==> src/nalepb_pkg.sv <==
// shared types, constants and the per-byte classification functions
`timescale 1ns / 1ps

package nalepb_pkg;

    localparam logic [7:0] EPB_BYTE    = 8'h03;
    localparam logic [7:0] START_BYTE  = 8'h01;
    localparam logic [1:0] MAX_HELD    = 2'd3;
    localparam logic [2:0] MAX_RESULTS = 3'd4;

    // one result item, nal_kind is derived from value at the output
    typedef struct packed {
        logic [7:0] value;
        logic       hdr;
        logic       last;
    } res_t;

    // all results caused by one input byte
    typedef struct packed {
        logic [2:0]       cnt;
        res_t [3:0]       res;
    } bundle_t;

    typedef struct packed {
        logic [1:0] held_zero_count;
        logic [7:0] pending_byte;
        logic       pending_valid;
        logic       pending_is_header;
        logic       inside_nal;
        logic       next_is_header;
        logic [1:0] payload_zero_run;
    } fe_state_t;

    typedef struct packed {
        fe_state_t st;
        bundle_t   bun;
    } work_t;

    typedef struct packed {
        logic full;
        logic avail;
    } q_stat_t;

    function automatic work_t put_result(work_t w, logic [7:0] b, logic hdr, logic last);
        work_t r;
        r = w;
        if (r.bun.cnt < MAX_RESULTS)
        begin
            r.bun.res[r.bun.cnt[1:0]].value = b;
            r.bun.res[r.bun.cnt[1:0]].hdr   = hdr;
            r.bun.res[r.bun.cnt[1:0]].last  = last;
            r.bun.cnt = r.bun.cnt + 3'd1;
        end
        return r;
    endfunction

    function automatic work_t send_payload(work_t w, logic [7:0] b, logic hdr);
        work_t r;
        r = w;
        if (r.st.pending_valid)
        begin
            r = put_result(r, r.st.pending_byte, r.st.pending_is_header, 1'b0);
        end
        r.st.pending_byte      = b;
        r.st.pending_valid     = 1'b1;
        r.st.pending_is_header = hdr;
        if (hdr || (b != 8'h00))
        begin
            r.st.payload_zero_run = 2'd0;
        end
        else if (r.st.payload_zero_run < MAX_HELD)
        begin
            r.st.payload_zero_run = r.st.payload_zero_run + 2'd1;
        end
        return r;
    endfunction

    function automatic work_t close_unit(work_t w);
        work_t r;
        r = w;
        if (r.st.pending_valid)
        begin
            r = put_result(r, r.st.pending_byte, r.st.pending_is_header, 1'b1);
        end
        r.st.pending_valid     = 1'b0;
        r.st.pending_is_header = 1'b0;
        return r;
    endfunction

    function automatic work_t release_zeros(work_t w);
        work_t r;
        r = w;
        for (int i = 0; i < 3; i++)
        begin
            if (2'(i) < w.st.held_zero_count)
            begin
                r = send_payload(r, 8'h00, 1'b0);
            end
        end
        r.st.held_zero_count = 2'd0;
        return r;
    endfunction

    function automatic work_t take_byte(work_t w, logic [7:0] x, logic en);
        work_t r;
        r = w;
        if (r.st.inside_nal && r.st.next_is_header)
        begin
            r.st.next_is_header  = 1'b0;
            r.st.held_zero_count = 2'd0;
            r = send_payload(r, x, 1'b1);
        end
        else if (x == 8'h00)
        begin
            if (r.st.held_zero_count < MAX_HELD)
            begin
                r.st.held_zero_count = r.st.held_zero_count + 2'd1;
            end
            else if (r.st.inside_nal)
            begin
                r = send_payload(r, 8'h00, 1'b0);
            end
        end
        else if ((x == START_BYTE) && (r.st.held_zero_count >= 2'd2))
        begin
            r = close_unit(r);
            r.st.held_zero_count  = 2'd0;
            r.st.payload_zero_run = 2'd0;
            r.st.inside_nal       = 1'b1;
            r.st.next_is_header   = 1'b1;
        end
        else if (!r.st.inside_nal)
        begin
            r.st.held_zero_count = 2'd0;
        end
        else if ((x == EPB_BYTE) && en &&
                 (({1'b0, r.st.held_zero_count} + {1'b0, r.st.payload_zero_run}) >= 3'd2))
        begin
            r = release_zeros(r);
            r.st.payload_zero_run = 2'd0;
        end
        else
        begin
            r = release_zeros(r);
            r = send_payload(r, x, 1'b0);
        end
        return r;
    endfunction

    function automatic work_t step_byte(fe_state_t s, logic [7:0] x, logic fin, logic en);
        work_t r;
        r     = '0;
        r.st  = s;
        if (fin)
        begin
            // annex b: a unit ends at 00 00 00, trailing zeros are dropped
            if (s.inside_nal && !s.next_is_header &&
                ((x == 8'h00) || ((s.held_zero_count == MAX_HELD) && (x != START_BYTE))))
            begin
                r = close_unit(r);
            end
            else
            begin
                r = take_byte(r, x, en);
                r.st.held_zero_count = 2'd0;
                r = close_unit(r);
            end
            r.st = '0;
        end
        else
        begin
            r = take_byte(r, x, en);
        end
        return r;
    endfunction

endpackage

==> src/nalepb_front.sv <==
// front end: takes stream bytes, tracks start codes and builds result bundles
`timescale 1ns / 1ps

module nalepb_front
    import nalepb_pkg::*;
(
    input  logic       clk,
    input  logic       rst_n,
    input  logic       push,
    input  logic [7:0] data_byte,
    input  logic       stream_end,
    input  logic       cfg_valid,
    input  logic       cfg_data,
    input  q_stat_t    q_stat,
    output logic       q_push,
    output bundle_t    q_bundle
);

    fe_state_t st_reg;
    fe_state_t st_next;
    logic      epb_en_reg;
    logic      epb_en_next;
    work_t     work;
    logic      accept;

    assign accept = push && !q_stat.full;

    always_comb
    begin
        work = step_byte(st_reg, data_byte, stream_end, epb_en_reg);
    end

    assign st_next     = accept ? work.st : st_reg;
    assign epb_en_next = cfg_valid ? cfg_data : epb_en_reg;

    // bytes that cause no result never reach the queue
    assign q_push   = accept && (work.bun.cnt != 3'd0);
    assign q_bundle = work.bun;

    always_ff @(posedge clk or negedge rst_n)
    begin
        if (!rst_n)
        begin
            st_reg     <= '0;
            epb_en_reg <= 1'b1;
        end
        else
        begin
            st_reg     <= st_next;
            epb_en_reg <= epb_en_next;
        end
    end

endmodule

==> src/nalepb_queue.sv <==
// two-entry bundle queue between front and back
`timescale 1ns / 1ps

module nalepb_queue
    import nalepb_pkg::*;
(
    input  logic    clk,
    input  logic    rst_n,
    input  logic    wr_en,
    input  bundle_t wr_data,
    input  logic    rd_en,
    output bundle_t rd_data,
    output q_stat_t stat
);

    bundle_t    mem [2];
    logic       wr_ptr_reg;
    logic       wr_ptr_next;
    logic       rd_ptr_reg;
    logic       rd_ptr_next;
    logic [1:0] cnt_reg;
    logic [1:0] cnt_next;
    logic       do_wr;
    logic       do_rd;

    assign stat.full  = (cnt_reg == 2'd2);
    assign stat.avail = (cnt_reg != 2'd0);
    assign do_wr      = wr_en && !stat.full;
    assign do_rd      = rd_en && stat.avail;
    assign rd_data    = mem[rd_ptr_reg];

    always_comb
    begin
        wr_ptr_next = do_wr ? ~wr_ptr_reg : wr_ptr_reg;
        rd_ptr_next = do_rd ? ~rd_ptr_reg : rd_ptr_reg;
        cnt_next    = cnt_reg;
        if (do_wr && !do_rd)
        begin
            cnt_next = cnt_reg + 2'd1;
        end
        else if (!do_wr && do_rd)
        begin
            cnt_next = cnt_reg - 2'd1;
        end
    end

    always_ff @(posedge clk)
    begin
        if (do_wr)
        begin
            mem[wr_ptr_reg] <= wr_data;
        end
    end

    always_ff @(posedge clk or negedge rst_n)
    begin
        if (!rst_n)
        begin
            wr_ptr_reg <= 1'b0;
            rd_ptr_reg <= 1'b0;
            cnt_reg    <= 2'd0;
        end
        else
        begin
            wr_ptr_reg <= wr_ptr_next;
            rd_ptr_reg <= rd_ptr_next;
            cnt_reg    <= cnt_next;
        end
    end

endmodule

==> src/nalepb_back.sv <==
// back end: hands out the results of each bundle one per request
`timescale 1ns / 1ps

module nalepb_back
    import nalepb_pkg::*;
(
    input  logic       clk,
    input  logic       rst_n,
    input  q_stat_t    q_stat,
    input  bundle_t    q_data,
    output logic       q_pop,
    input  logic       pop,
    output logic       empty,
    output logic [7:0] out_byte,
    output logic       nal_first,
    output logic [4:0] nal_kind,
    output logic       nal_last
);

    bundle_t    cur_reg;
    bundle_t    cur_next;
    logic       cur_valid_reg;
    logic       cur_valid_next;
    logic [1:0] idx_reg;
    logic [1:0] idx_next;
    logic       taken;
    logic       at_end;
    res_t       res;

    assign empty  = !cur_valid_reg;
    assign taken  = pop && cur_valid_reg;
    assign at_end = ({1'b0, idx_reg} == (cur_reg.cnt - 3'd1));
    // refill on the same edge the last result of a bundle leaves
    assign q_pop  = q_stat.avail && (!cur_valid_reg || (taken && at_end));

    always_comb
    begin
        cur_next       = cur_reg;
        cur_valid_next = cur_valid_reg;
        idx_next       = idx_reg;
        if (q_pop)
        begin
            cur_next       = q_data;
            cur_valid_next = 1'b1;
            idx_next       = 2'd0;
        end
        else if (taken)
        begin
            if (at_end)
            begin
                cur_valid_next = 1'b0;
                idx_next       = 2'd0;
            end
            else
            begin
                idx_next = idx_reg + 2'd1;
            end
        end
    end

    assign res       = cur_reg.res[idx_reg];
    assign out_byte  = res.value;
    assign nal_first = res.hdr;
    assign nal_kind  = res.hdr ? res.value[4:0] : 5'd0;
    assign nal_last  = res.last;

    always_ff @(posedge clk)
    begin
        cur_reg <= cur_next;
    end

    always_ff @(posedge clk or negedge rst_n)
    begin
        if (!rst_n)
        begin
            cur_valid_reg <= 1'b0;
            idx_reg       <= 2'd0;
        end
        else
        begin
            cur_valid_reg <= cur_valid_next;
            idx_reg       <= idx_next;
        end
    end

endmodule

==> src/nal_start_code_epb_stripper_unit.sv <==
// top level: annex b start code and emulation prevention byte stripper
//
// channel   direction  handshake            payload
// input     in         push / full          data_byte, stream_end
// result    out        empty / pop          out_byte, nal_first, nal_kind, nal_last
// config    in         cfg_valid/cfg_ready  cfg_data (epb removal enable)
//
// one byte is taken every cycle while the bundle queue has room; each byte is
// classified combinationally and gives 0 to 4 results.
// results leave at one per cycle while pop is held and bundles are waiting;
// the two-entry queue absorbs short bursts.
// reset clears all stream state and sets epb removal on; cfg is always ready.
// a result waits on the ports until popped, input keeps flowing until full.
`timescale 1ns / 1ps

module nal_start_code_epb_stripper_unit
    import nalepb_pkg::*;
(
    input  logic       clk,
    input  logic       rst_n,
    input  logic       push,
    output logic       full,
    input  logic [7:0] data_byte,
    input  logic       stream_end,
    output logic       empty,
    input  logic       pop,
    output logic [7:0] out_byte,
    output logic       nal_first,
    output logic [4:0] nal_kind,
    output logic       nal_last,
    input  logic       cfg_valid,
    output logic       cfg_ready,
    input  logic       cfg_data
);

    q_stat_t q_stat;
    logic    q_push;
    logic    q_pop;
    bundle_t q_wr_data;
    bundle_t q_rd_data;

    assign full      = q_stat.full;
    assign cfg_ready = 1'b1;

    nalepb_front u_front
    (
        .clk        (clk),
        .rst_n      (rst_n),
        .push       (push),
        .data_byte  (data_byte),
        .stream_end (stream_end),
        .cfg_valid  (cfg_valid),
        .cfg_data   (cfg_data),
        .q_stat     (q_stat),
        .q_push     (q_push),
        .q_bundle   (q_wr_data)
    );

    nalepb_queue u_queue
    (
        .clk     (clk),
        .rst_n   (rst_n),
        .wr_en   (q_push),
        .wr_data (q_wr_data),
        .rd_en   (q_pop),
        .rd_data (q_rd_data),
        .stat    (q_stat)
    );

    nalepb_back u_back
    (
        .clk       (clk),
        .rst_n     (rst_n),
        .q_stat    (q_stat),
        .q_data    (q_rd_data),
        .q_pop     (q_pop),
        .pop       (pop),
        .empty     (empty),
        .out_byte  (out_byte),
        .nal_first (nal_first),
        .nal_kind  (nal_kind),
        .nal_last  (nal_last)
    );

    a_no_push_when_full : assert property (@(posedge clk) disable iff (!rst_n)
        q_push |-> !q_stat.full)
        else $error("bundle written into a full queue");

    a_empty_bundle : assert property (@(posedge clk) disable iff (!rst_n)
        q_pop |=> (u_back.cur_reg.cnt != 3'd0) && (u_back.cur_reg.cnt <= MAX_RESULTS))
        else $error("bundle with bad result count loaded");

    a_refill : assert property (@(posedge clk) disable iff (!rst_n)
        (empty && q_stat.avail) |=> !empty)
        else $error("queued bundle not moved to output");

    a_kind_only_on_header : assert property (@(posedge clk) disable iff (!rst_n)
        (!empty && !nal_first) |-> (nal_kind == 5'd0))
        else $error("nal kind shown on a non-header byte");

endmodule
==> config.mk <==
export PLATFORM = sky130hd
export DESIGN_NAME = nal_start_code_epb_stripper_unit
export DESIGN_NICKNAME = d
export VERILOG_FILES = /design/src/nalepb_pkg.sv /design/src/nalepb_front.sv /design/src/nalepb_queue.sv /design/src/nalepb_back.sv /design/src/nal_start_code_epb_stripper_unit.sv
export SDC_FILE = /design/constraint.sdc
export NUM_CORES = 1
export LEC_CHECK = 0
export BUFFER_PORTS_ARGS = -buffer_cell sky130_fd_sc_hd__buf_2
export CAP_MARGIN = 20
export CORE_ASPECT_RATIO = 0.6
export CORE_MARGIN = 2
export CORE_UTILIZATION = 55
export CTS_BUF_LIST = sky130_fd_sc_hd__clkbuf_2
export CTS_CLUSTER_DIAMETER = 50
export CTS_CLUSTER_SIZE = 16
export DETAILED_ROUTE_END_ITERATION = 8
export PLACE_DENSITY = 0.72
export SYNTH_ARGS = -nofsm -noshare
export SYNTH_HDL_FRONTEND = slang
export SYNTH_SLANG_ARGS = --single-unit
==> constraint.sdc <==
create_clock -name clk -period 17.6 [get_ports clk]
set_clock_uncertainty 0.05 [all_clocks]
set_input_delay 3.52 -clock clk [delete_from_list [all_inputs] [get_ports clk]]
set_output_delay 3.52 -clock clk [all_outputs]
set_load 0.02 [all_outputs]
-- Yosys cells after proc, flatten, opt, wreduce, memory -nomap -nowiden
Memories as Yosys holds them, arrays and structs flattened. A register that Yosys moved wholly into a read port is not among the register bits.
Cells that the tools add are included.
- flip-flop bits (word level): 24
- bits in writable memories: 86
- output and inout bits: 18
- memories kept: 1
- memories (memory ; words ; width ; read ports ; clocked after Yosys merged registers in ; write ports ; RTL line ; RTL):
    u_queue.mem ; 2 ; 43 ; 1 ; 1 ; 1 ; nalepb_queue.sv:16 ; bundle_t mem [2];
- add/sub/neg operators: 33
- order comparisons: 56
- equal/unequal tests: 9
- mux-type cells: 349
- bitwise operators: 2
- reduce and logical (&&, ||, !) cells: 46
- operator list (kind ; number):
    $mux 57 ; 87
    $mux 47 ; 79
    $mux 59 ; 25
    $bwmux 40 ; 33
    $mux 43 ; 21
    $demux 10 s2 ; 33
    $mux 49 ; 3
    $mux 10 ; 12
    $mux 41 ; 2
    $mux 2 ; 36
    $add 2x1->2 const B ; 19
    $lt 2x3->1 const B ; 12
    $lt 2x2->1 const B ; 17
    $add 3x1->3 const B ; 11
    $lt 3x3->1 const B ; 11
    $logic_and 1x1->1 ; 27
    $ge 2x1->1 const B ; 11
    $bmux 10 s2 ; 1
    $mux 1 ; 16
    $eq 8x1->1 const B ; 1
    $eq 8x2->1 const B ; 1
    $logic_not 8->1 ; 1
    $ne 8x1->1 const B ; 1
    $reduce_bool 2->1 ; 4
    other kinds (21) ; 31

-- Depth between registers and ports, before layout
Gate-level depths: netlist of run 1.
- depth after elaboration: 118
- gate-level depth with buffers: 22
- depth with buffers taken out: 21

-- Hierarchy
A second synthesis of run 1 with hierarchy kept.
- cells, all modules: 636
- area total of the unflattened synthesis: 8214.1 um2
- by module, submodules not included (module ; instances ; cells each ; area each (um2)):
    nalepb_queue ; 1 ; 153 ; 3504.6
    nalepb_front ; 1 ; 395 ; 2874.0
    nalepb_back ; 1 ; 86 ; 1824.2
    nal_start_code_epb_stripper_unit ; 1 ; 2 ; 11.3

-- Worst setup path after synthesis of run 1
OpenSTA, ideal clock, no wires.
- path type: input port to flip-flop
- start: input data_byte[7]
- end: memory u_queue.mem[0][0] (netlist name) (enable)
- setup time: 497 ps
- arrival time: 8854 ps
- data required time: 17053 ps
- slack: 8199 ps
- stages: 11
- cells stage by stage: or4_1 buf_2 nand4b_4 clkbuf_1 mux2_1 and2_1 ha_1 o21ai_0 a32oi_1 a31oi_1 nor3_1
- word-level cells in the longest chain between the ends: 20
- elaborated cells on any way between the ends: 33
- ends and longest elaborated chain (what ; RTL line ; RTL):
    start: declaration ; nal_start_code_epb_stripper_unit.sv:23 ; input logic [7:0] data_byte,
    $eq 8x2->1 ; nalepb_pkg.sv:136 ; else if ((x == EPB_BYTE) && en &&
    $logic_and 1x1->1 (2 in a row) ; nalepb_pkg.sv:136 ;
    $mux 59 ; nalepb_pkg.sv:136 ;
    $mux 57 ; nalepb_pkg.sv:132 ; else if (!r.st.inside_nal)
    $mux 57 ; nalepb_pkg.sv:124 ; else if ((x == START_BYTE) && (r.st.held_zero_count >= 2'd2))
    $mux 57 ; nalepb_pkg.sv:113 ; else if (x == 8'h00)
    $mux 57 ; nalepb_pkg.sv:107 ; if (r.st.inside_nal && r.st.next_is_header)
    $mux 57 ; nalepb_pkg.sv:157 ; if (s.inside_nal && !s.next_is_header &&
    [... 3 more ...] ; - ;
    $mux 43 ; nalepb_pkg.sv:81 ; if (r.st.pending_valid)
    $mux 43 ; nalepb_pkg.sv:157 ;
    $mux 59 (*) ; nalepb_pkg.sv:154 ; if (fin)
    $reduce_bool 3->1 (*) ; nalepb_front.sv:37 ; assign q_push = accept && (work.bun.cnt != 3'd0);
    $logic_and 1x1->1 (*) ; nalepb_front.sv:37 ;
    $logic_and 1x1->1 (*) ; nalepb_queue.sv:28 ; assign do_wr = wr_en && !stat.full;
    $mux 1 (*) ; nalepb_queue.sv:49 ; if (do_wr)
    $mux 1 (not written as such) (*) ; nalepb_queue.sv:51 ; mem[wr_ptr_reg] <= wr_data;
    end: declaration ; nalepb_queue.sv:16 ;
Mark *: on every way between the ends. The rest lies on a longest branch, timed or not. The select of a mux whose other input is x is not followed.

-- Worst setup path in the final report of run 1
- start: input data_byte[7]
- end: memory u_queue.mem[0][9] (netlist name) (enable)
Same word-level chain as after synthesis.

==> results of run 1 <==
==> final cells by class <==
cell class                      instances  share of cell area, %
Tap cell                              175                   2.71
Clock inverter                         12                   1.16
Timing Repair Buffer                   37                   2.45
Multi-Input combinational cell        379                   36.2
Clock buffer                           20                   1.24
Inverter                               19                  0.882
Sequential cell                       153                   55.4
==> logic make-up after synthesis <==
group           Yosys count
buf+inv                  54
other cells               1
simple gates            165
mux                      58
fa+ha+maj                18
compound gates          128
xor+xnor                  9
flops                   153
==> power by group <==
part	internal (mW)	switching, mW
combinational	0.0871	0.108
clock	0.0401	0.126
sequential	0.423	0.0253
==> stage by stage <==
step | total power [mW] | util (%)
floorplan | 0.597 | -
global placement | 0.649 | 58.0
detailed placement | 0.655 | 58.0
CTS | 0.816 | 59.5
global route | 0.850 | 59.5
finish | 0.809 | 59.5
==> placed cells by master, fill, tap and decap left out, types with 13 or more instances in the layout <==
master    instances
ha_1             17
buf_2            31
nand3_1          15
nor3_1           14
inv_1            18
mux2_2           47
and2_1           14
nor2_1           37
a21oi_1          24
nand2_1          47
a22o_1           25
edfxtp_1        129
o21ai_0          13
clkbuf_2         21
dfrtp_1          23
==> worst paths after layout <==
path	to
worst min-delay path	u_back.cur_reg[10]
worst max register to register	u_queue.mem[0][9]
max in group asynchronous	u_front.st_reg[8]
worst min register to register	u_back.cur_reg[10]
min in group asynchronous	u_back.idx_reg[1]
worst max-delay path	u_queue.mem[0][9]
==> metal layers <==
layer  global-route usage (%)  wire, um  up-vias
met1                     34.8      7680     2470
met4                     6.04       157        0
met2                     33.2      6770      256
met3                     5.91      1500       21
met5                        0         0        -
li1                         -         -     2294
==> critical path: stages <==
cell      delay (ns)
buf_2           0.12
or4_1           0.67
nand4b_4        0.39
nand3_1         0.17
xor2_1          0.09
o21ai_1         0.34
ha_1            0.29
o21ai_0         0.12
a32oi_1         0.38
a31oi_1         0.15
nor3_2          0.13
buf_4           0.50
==> results.txt, run 1 <==
The flow ran to the end, and the final reports show no timing, DRC or antenna violations. The first detailed-routing pass took 6 iterations. Yosys instantiated no cell more often than edfxtp_1. The synthesized netlist devotes 3.06% of its cell area to adder and majority cells. Summing the areas of all compound-gate instances in the mapped netlist gives 13.2% of the synthesized area. The first routing iteration left 502 violations.

The worst setup margin came out at 10.92 ns. Classification of the worst setup path: input port to flip-flop. TritonCTS built the clock tree. The TritonCTS sink count was 153; the standard-cell row count was 33.

The run gives 0 as the post-route DRC violation count. For the total inserted antenna cells, the log shows 0. The final route contains 5041 vias. Setup repair after global routing left no endpoint under its margin. The floorplan die width was 156 um; the highest clock frequency the design can meet was 0.150 GHz. The xor and xnor area share after synthesis was 1.04%. The startpoint identified for the worst register-to-register timing path is u_front.st_reg[15]. By area the synthesized netlist is led by edfxtp_1, dfrtp_1, mux2_2, mux4_2, a22o_1. The launch point of the worst hold path was u_queue.mem[1][10]. In this run the register-to-register setup slack is 12.66 ns. STA classifies the critical path startpoint as an input port. The weighted congestion reported at the end of routability-driven placement was 1.01; the number of cells on the worst hold path was 1. Data on the critical path is required at its endpoint by 17.85 ns. Clock latency on the worst-skew pair, taken at its later pin, is 0.67 ns. The headroom to the max-slew limit was 36.6%; the critical path data arrival time was 6.93 ns. The tools report the first-pass GRT wire length as 25.6 mm.

The total power divided by cell area was 100 mW/mm2. Root buffer cell: clkbuf_2. Fill cells in the final layout number 1053. The maximum fanout along the worst path was 43. For the number of hold violations in the final report, the log shows 0. In this run, synthesis produced a sequential element count of 153.

The yosys synthesis warning count is 0, and the synthesized area divided by synthesized cell count is 13.0 um2. The logs give 23.0% for the overall routing resource usage and 3.09 nW for the leakage power. Yosys mapped a number of flops with a built-in enable equal to 129. Post-CTS timing repair inserted 0 buffers for setup.

The logs give 0.00808 mm2 for the post-route standard cell area excluding fillers and 46 for the largest net degree at the start of global routing. VDD sags by at most 0.0000945 V. In this run, post-CTS repair resized a total of 0 instances.

The simple logic cell fraction of the synthesized area came out at 10.8%. The logs give 67 for the distinct cell type count after synthesis and 795 for the final cell count without fillers. The post-route netlist has 22.7% of its cells at a drive strength greater than 1. Summing every instance area after synthesis gives 0.00759 mm2. OpenSTA, run right after detailed placement, puts the worst setup slack at 10.26 ns. The logs give 0 for the number of maximum-capacitance constraint violations and 0 for the initial antenna violation count.

The register with the most flip-flops in the layout has 86 of them. The number of buffers inserted during clock tree synthesis was 17; the number of cells in the design after placement was 762. No sink is reached through more buffers than the 2 on the longest clock path. The number of input and output port buffers inserted is 31.

The logs give 0 for the antenna violation net count after detailed routing and 0.00788 mm2 for the instance area after placement. During I/O placement, the number of pins put on the boundary was 33. Setup total negative slack: 0 ns. Clock period minus worst slack: 6.68 ns. The logs give 55.9% for the initial standard-cell utilization of the core and 0 for the total overflow reported by the global router. The total of endpoints with negative setup slack in the final report is 0, and the fraction of the cycle the final worst path needs is 37.9%.

The class of the most critical hold timing path was flip-flop to flip-flop. The post-synthesis net count is 619. Sorting the synthesized cells by how often they occur yields edfxtp_1, mux2_2, nand2_1.

After synthesis, the largest area contributor takes up 51.0% of total cell area. STA classifies the critical path endpoint as a flip-flop. The floorplan step defined a die boundary enclosing 0.0148 mm2. By area, the combinational part of the netlist is dominated by compound AO/OA/AOI/OAI gates.

The post-cts hold buffer count was 0; the core footprint was 0.0136 mm2. The clock-pin slew of the registers on the worst-case setup and hold paths is 0.23 ns, and the transition at the pin with the smallest max-transition slack is 0.937 ns. The sequential-to-total area share from yosys stat is 58.9%, and the mean routed wirelength per cell is 20.3 um. The logs give 4773 for the number of global-route vias before repair and 4 for the deepest level of the CTS H-tree.

The relative area change from synthesis to final layout came out at 6.44%. The sequential cells in the finished layout cover a total of 0.00448 mm2. The multiplexer fraction of the synthesized cell area works out to 10.1%. The biggest area contributor in the post-synthesis netlist is edfxtp_1. The sum of net half-perimeters after detailed placement was 11.5 mm; the via density per instance was 6.34. The synthesized netlist cell count is 586, and the y dimension of the die is 95.0 um. At the end of the flow, the number of nets in the layout was 640. In the synthesized netlist the dominant register cell turns out to be edfxtp_1. The final-report max-slew violation count is 0, and the worst hold margin is 0.506 ns.

The multi-input gate area in the final layout was 0.00293 mm2; the number of cells on the worst reg-to-reg path was 17. Counting flops with an async set or reset pin after synthesis yields a share of 15.7%. The most critical setup path has its startpoint at data_byte[7].

The routed design has 16.1 mm of wire.
Note: power is estimated with default switching activity, not from simulation.
==> run 2: changes to the inputs <==
--- a/config.mk
+++ b/config.mk
@@ -14,7 +14,7 @@
 export CTS_CLUSTER_DIAMETER = 50
 export CTS_CLUSTER_SIZE = 16
 export DETAILED_ROUTE_END_ITERATION = 8
-export PLACE_DENSITY = 0.72
+export PLACE_DENSITY = 0.75
 export SYNTH_ARGS = -nofsm -noshare
 export SYNTH_HDL_FRONTEND = slang
 export SYNTH_SLANG_ARGS = --single-unit
==> constraint.sdc (replaced) <==
create_clock -name clk -period 5.6 [get_ports clk]
set_clock_uncertainty 0.05 [all_clocks]
set_input_delay 1.12 -clock clk [delete_from_list [all_inputs] [get_ports clk]]
set_output_delay 1.12 -clock clk [all_outputs]
set_load 0.02 [all_outputs]
==> run 2 against run 1 <==
- total power increased to 3.2 times the previous value
- clock power increased to 3.3 times the previous value
- critical path depth rose by 5
- clock-buffer cell count down 3
==> results.txt, run 2 (synthesis gave the netlist of run 1 again) <==
The clock-pin slew of the registers on the worst-case setup and hold paths was 0.25 ns. The leading cell type in the layout, fill and taps excluded was edfxtp_1. Buffers inserted to repair hold after CTS numbered 0.

For the final-report max-slew violation count, the log shows 0. In the post-route analysis, the smallest setup slack over all paths is 0.530 ns. The proportion of layout cells with a drive suffix above 1 works out to 22.6%. The run finished with clean final reports.

Once the clock tree was built, the setup fixing pass inserted 0 buffers. Classification of the worst setup path: flip-flop to flip-flop. The antenna violation net count after detailed routing was 0. Setup violations remaining at the end of the flow were counted as 0.

In the final routed layout, each cell accounts on average for 21.2 um. The post-route DRC violation count is 0, and the critical path data arrival time is 5.36 ns. The highest clock frequency the design can meet is 0.197 GHz, and the via density per instance is 6.42. The number of placed instances, taps included, is 762.

The tools report the first-pass GRT wire length as 27.0 mm. After floorplanning, the core was divided into 33 placement rows. The relative area change from synthesis to final layout works out to 6.74%.

The tools report the initial antenna violation count as 0. The layout has 1067 filler cells. The pre-antenna-repair detailed-routing pass consisted of 5 iterations. Largest net degree at the start of global routing: 46.

The worst setup path is captured at a flip-flop. During placement, the flow inserted port buffers numbering 31. The maximum fanout along the worst path is 43. The core region is 0.0136 mm2. The total inserted antenna cells is 0, and the TritonCTS sink count is 153. For this configuration, the core starts out at a cell density of 55.9%. At the end of the flow the core is filled with cells to 59.7%. The min-delay analysis places its worst path in the category input port to asynchronous set/reset pin.

The tools report the headroom to the max-slew limit as 36.7%. The worst path needs 5.07 ns of the cycle, external delays included. Power spread over the standard cell area amounts to 319 mW/mm2.

The floorplan step set the die width to 156 um. The transition at the pin with the smallest max-transition slack was 0.950 ns; the routed wire length was 16.9 mm. At the end of routability-driven placement, the weighted congestion stood at 0.997.

The number of flip-flops under the largest register name works out to 86. For the largest voltage drop on the vdd net, the log shows 0.000250 V. In this run, post-CTS repair resized a total of 0 instances. The via count is 5101, and the area of the die is 0.0148 mm2.

The run gives 24.6% as the overall routing resource usage. The root buffer cell is clkbuf_2. Once layout is done, the placed cells without fillers occupy 0.00811 mm2. Total overflow reported by the global router: 0. In this design, the stage delay of the slowest critical-path cell is 0.65 ns. For this block, the initial DRC count from the detailed router was 597. The total I/O pin count came out at 33. After detailed placement, the total cell area comes to 0.00790 mm2.

In this run the number of H-tree levels came out at 4. The number of hold violations in the final report was 0. The die is 95.0 um tall.

Setup repair after global routing left no endpoint under its margin. Dominant delay contributor by cell family on the critical path: compound AO/OA/AOI/OAI gates. For the number of global-route vias before repair, the log shows 4835. The run gives 0.567 ns as the worst setup timing slack at the placement stage. For this run, the number of standard cells in the final layout without fillers is 795.

The final critical path takes up 90.5% of the cycle. The number of maximum-capacitance constraint violations was 0. For the sum of net half-perimeters after detailed placement, the log shows 11.8 mm. The critical path's most frequent cell is ha_1.

The logs give 640 for the final net count and 3.10 nW for the leakage power. TritonCTS created 17 clock buffers. At the worst endpoint, the required time is 5.89 ns. Leaving out fill and tap cells, the most frequent cells in the layout are edfxtp_1, nand2_1, mux2_2. The run gives 2 as the maximum count of clock buffers along a single path. TritonCTS built the clock tree. The slowest stage of the critical path belongs to the cell dfrtp_1. The worst setup path is launched from a flip-flop. The buffer and inverter count on the worst path was 4; the latest clock arrival within the worst-skew pair was 0.70 ns.

The signal on the critical path passes through inv_1 > ha_1 > inv_1 > ha_1 > a211oi_1 > a221o_1 > inv_1 > ha_1 > a21oi_1 > mux2_1 > and2_1 > ha_1 > o21ai_0 > a32oi_1 > a31oi_1 > nor3_4 > buf_4.
==> run 2: worst paths after layout <==
check | to | start | slack (ns) | depth (start not counted)
min reg2reg | u_back.cur_reg[8] | u_queue.mem[1][8] | 0.51 | 1
max reg2reg | u_queue.mem[1][39] | u_front.st_reg[15] | 0.53 | 17
max | u_queue.mem[1][39] | u_front.st_reg[15] | 0.53 | 17
min in group clk | u_back.cur_reg[8] | u_queue.mem[1][8] | 0.51 | 1
max in group asynchronous | u_front.st_reg[12] | rst_n | 4.74 | 1
min | u_queue.rd_ptr_reg | rst_n | 0.32 | 1
==> run 2: layout make-up <==
cell class                 instances  area (um2)  area share (%)
multi-input combinational        379        2940            36.2
timing repair buffer              37         198            2.44
sequential                       153        4480            55.2
inverter                          19        71.3           0.880
clock inverter                    15         119            1.47
clock buffer                      17        85.1            1.05
tap                              175         219            2.70
==> run 2: power breakdown <==
group | total, mW | leakage (nW) | switching, mW | internal (mW)
Sequential | 1.42 | 1.62 | 0.0885 | 1.33
Clock | 0.549 | 0.126 | 0.423 | 0.126
Combinational | 0.619 | 1.36 | 0.345 | 0.274
==> run 2: metal layers <==
| metal | GRT usage [%] | wire [um] | vias up | part of all wire (%) |
|---|---|---|---|---|
| li1 | - | - | 2293 | - |
| met1 | 37.7 | 8080 | 2519 | 48 |
| met2 | 35.3 | 7040 | 264 | 42 |
| met3 | 6.05 | 1520 | 25 | 9.0 |
| met4 | 5.81 | 210 | 0 | 1.2 |
| met5 | 0 | 0 | - | 0 |
==> run 2: per-stage QoR <==
step,setup TNS (ns),hold slack (ns),power (mW)
floorplan,-9.05,0.434,1.88
global placement,0,0.462,2.05
detailed placement,0,0.481,2.07
CTS,0,0.266,2.61
global route,0,0.275,2.71
finish,0,0.320,2.59
==> run 2: worst register-to-register path: stages, from the launching register on <==
cell      delay [ns]
dfrtp_1         0.65
inv_1           0.22
ha_1            0.23
inv_1           0.10
ha_1            0.27
a211oi_1        0.27
a221o_1         0.26
inv_1           0.07
ha_1            0.28
a21oi_1         0.07
mux2_1          0.36
and2_1          0.20
ha_1            0.31
o21ai_0         0.08
a32oi_1         0.38
a31oi_1         0.19
nor3_4          0.17
buf_4           0.52
==> run 3: changes to the inputs <==
--- a/config.mk
+++ b/config.mk
@@ -5,7 +5,6 @@
 export SDC_FILE = /design/constraint.sdc
 export NUM_CORES = 1
 export LEC_CHECK = 0
-export BUFFER_PORTS_ARGS = -buffer_cell sky130_fd_sc_hd__buf_2
 export CAP_MARGIN = 20
 export CORE_ASPECT_RATIO = 0.6
 export CORE_MARGIN = 2
@@ -14,7 +13,8 @@
 export CTS_CLUSTER_DIAMETER = 50
 export CTS_CLUSTER_SIZE = 16
 export DETAILED_ROUTE_END_ITERATION = 8
-export PLACE_DENSITY = 0.75
+export DONT_BUFFER_PORTS = 1
+export PLACE_DENSITY = 0.73
 export SYNTH_ARGS = -nofsm -noshare
 export SYNTH_HDL_FRONTEND = slang
 export SYNTH_SLANG_ARGS = --single-unit
==> run 3 against run 2 <==
- sequential share of layout area grew 0.80 points
- clock power hardly changed
- final cell count shrank 3.6%
- critical endpoint is now u_queue.mem[1][25]
==> results.txt, run 3 (synthesis gave the netlist of run 1 again) <==
Global routing used 23.8% of the available tracks. 33 I/O pins were placed. The count of filler cells inserted in the layout was 1091; the total power divided by cell area was 314 mW/mm2. The via density per instance was 6.48. The worst setup path is captured at a flip-flop. The run gives 0.575 ns as the worst setup margin. For this design the static power due to leakage is 2.99 nW.

The flow ran to the end, and the final reports show no timing, DRC or antenna violations. The floorplan die width came out at 156 um. Routability-driven placement finished with a final weighted congestion of 1.00. Once the floorplan was initialized, standard cells occupied 55.9% of the core. The final-report max-slew violation count is 0, and the largest net degree at the start of global routing is 46. TritonCTS built the clock tree.

The highest clock frequency the design can meet was 0.199 GHz; the total inserted antenna cells was 0. The area of the die is 0.0148 mm2. The sum of net half-perimeters after detailed placement came out at 11.4 mm. The smallest clock period supported by the final layout is computed as 5.03 ns. The logs give 1 for the initial antenna violation count and 5.88 ns for the data required time at the worst endpoint.

In this run the tightest slew margin relative to its limit is 35.6%. At the pin with the least slew margin, the transition time is 0.953 ns. In the routed design, unresolved DRC markers number 0. Largest voltage drop on the vdd net: 0.000249 V. Before CTS, the worst setup slack after placement is 0.701 ns. Setup violations remaining at the end of the flow were counted as 0.

For the worst-skew pair, the clock arrives at the later sink with an insertion delay of 0.69 ns. The y dimension of the die is 95.0 um, and the number of maximum-capacitance constraint violations is 0. The number of flip-flops under the largest register name was 86.

Counting along the longest clock path gives a buffer depth of 2. Standard-cell row count: 33. The class of the most critical hold timing path was input port to asynchronous set/reset pin. The number of global-route vias before repair was 4685; the deepest level of the CTS H-tree was 4. Critical path data arrival time: 5.30 ns.

The mean routed wirelength per cell was 21.5 um. Fraction of the cycle the final worst path needs: 89.7%. The root buffer cell was clkbuf_2. The tools report the instance area after placement as 0.00774 mm2. For the TritonCTS sink count, the log shows 153. The logs give 17 for the number of buffers inserted during clock tree synthesis and 0.57 ns for the register-to-register path setup slack.

For this run, global-route usage on met2 was measured as 33.1%. The classification of the worst setup path was flip-flop to flip-flop. The area taken by flip-flops and latches was 0.00448 mm2. The first TritonRoute pass finished after 6 iterations. After clock tree synthesis, the setup repair step added 0 buffers. Critical path launch point type: a flip-flop. The net count of the finished layout is 611. Along the worst path, the maximum fanout reaches 43.

Cells fill 58.8% of the core in the end. Across all layers, the routed design uses 4963 vias. For the global routing met3 resource utilization, the log shows 5.68%. The detail route stage leaves a number of antenna-violating nets equal to 0.

The number of hold violations in the final report was 0. The relative area change from synthesis to final layout is 5.21%, and the first-pass GRT wire length is 26.3 mm. The post-route standard cell area excluding fillers is 0.00799 mm2, and the proportion of layout cells with a drive suffix above 1 is 18.6%. For the routed wire length, the log shows 16.5 mm.

Most utilized layer in the global route result: met1. The library cell used most frequently in the layout, excluding fill and tap cells, is edfxtp_1. Total overflow reported by the global router: 0. Buffers placed on the I/O ports in this run total 0. Setup repair after global routing left no endpoint under its margin. The number of violations reported at the end of detailed-routing iteration 0 is 597. The multi-input gate area in the final layout is 0.00294 mm2. The library cells used most frequently in the layout, excluding fill and tap cells, are edfxtp_1, nand2_1, mux2_2.

For met1 alone, demand over resource in global routing was 37.4%. Clock-pin slew was measured on the worst setup and hold paths at 0.24 ns. The core footprint came out at 0.0136 mm2.
==> run 3: cell types whose count changed in the layout (fill, tap and decap cells not counted), sizes merged <==
| cell | change |
|---|---|
| buf | -31 |
| clkinv | -3 |
| dlygate4sd3 | +1 |
| clkinvlp | +2 |
| clkbuf | +2 |
==> run 3: power breakdown <==
part,internal [mW],switching [mW],total [mW]
Sequential,1.33,0.0812,1.41
Clock,0.129,0.418,0.547
Combinational,0.226,0.328,0.554
==> run 3: worst max-delay path, stage by stage (launching register included) <==
cell and delay (ns):
dfrtp_1 0.66, inv_1 0.23, ha_1 0.24, inv_1 0.10
ha_1 0.26, a211oi_1 0.28, a221o_1 0.23, inv_1 0.07
ha_1 0.27, a21oi_1 0.05, mux2_1 0.34, and2_1 0.19
ha_1 0.29, o21ai_0 0.08, a32oi_1 0.37, a31oi_1 0.20
nor3_4 0.19, buf_4 0.50
==> run 3: stage by stage <==
step / std cells / setup TNS, ns / hold slack [ns] / total power, mW
after global placement: 731 / 0 / 0.464 / 1.97
after global routing: 766 / 0 / 0.0159 / 2.63
after floorplan: 586 / -9.05 / 0.434 / 1.88
after CTS: 764 / 0 / 0.00413 / 2.53
final: 766 / 0 / 0.0669 / 2.51
after detailed placement: 731 / 0 / 0.472 / 1.99
==> run 3: area by class of cell <==
class / count / area share, %
tap: 175 / 2.74
timing repair buffer: 8 / 0.971
inverter: 19 / 0.893
sequential: 153 / 56.0
clock inverter: 14 / 1.47
multi-input combinational: 379 / 36.8
clock buffer: 18 / 1.13
==> run 3: per-layer routing <==
layer	up-vias	wire length [um]	part of all wire, %
met5	-	0	0
met4	0	157	0.95
met3	23	1590	9.7
met2	238	6800	41
met1	2465	7920	48
li1	2237	-	-
==> run 3: final timing paths <==
check,cells past startpoint,start,end
max,17,u_front.st_reg[15],u_queue.mem[1][25]
min,0,rst_n,u_front.st_reg[8]
max reg2reg,17,u_front.st_reg[15],u_queue.mem[1][25]
min reg2reg,1,u_queue.cnt_reg[1],u_queue.cnt_reg[1]
max in group asynchronous,2,rst_n,u_front.st_reg[7]
min in group clk,1,stream_end,u_front.st_reg[6]
==> run 3: timing repair <==
action                    4_1_cts  5_1_grt
hold buffers                    1        0
hold endpoints to repair       19        0
gates resized for setup         0        0
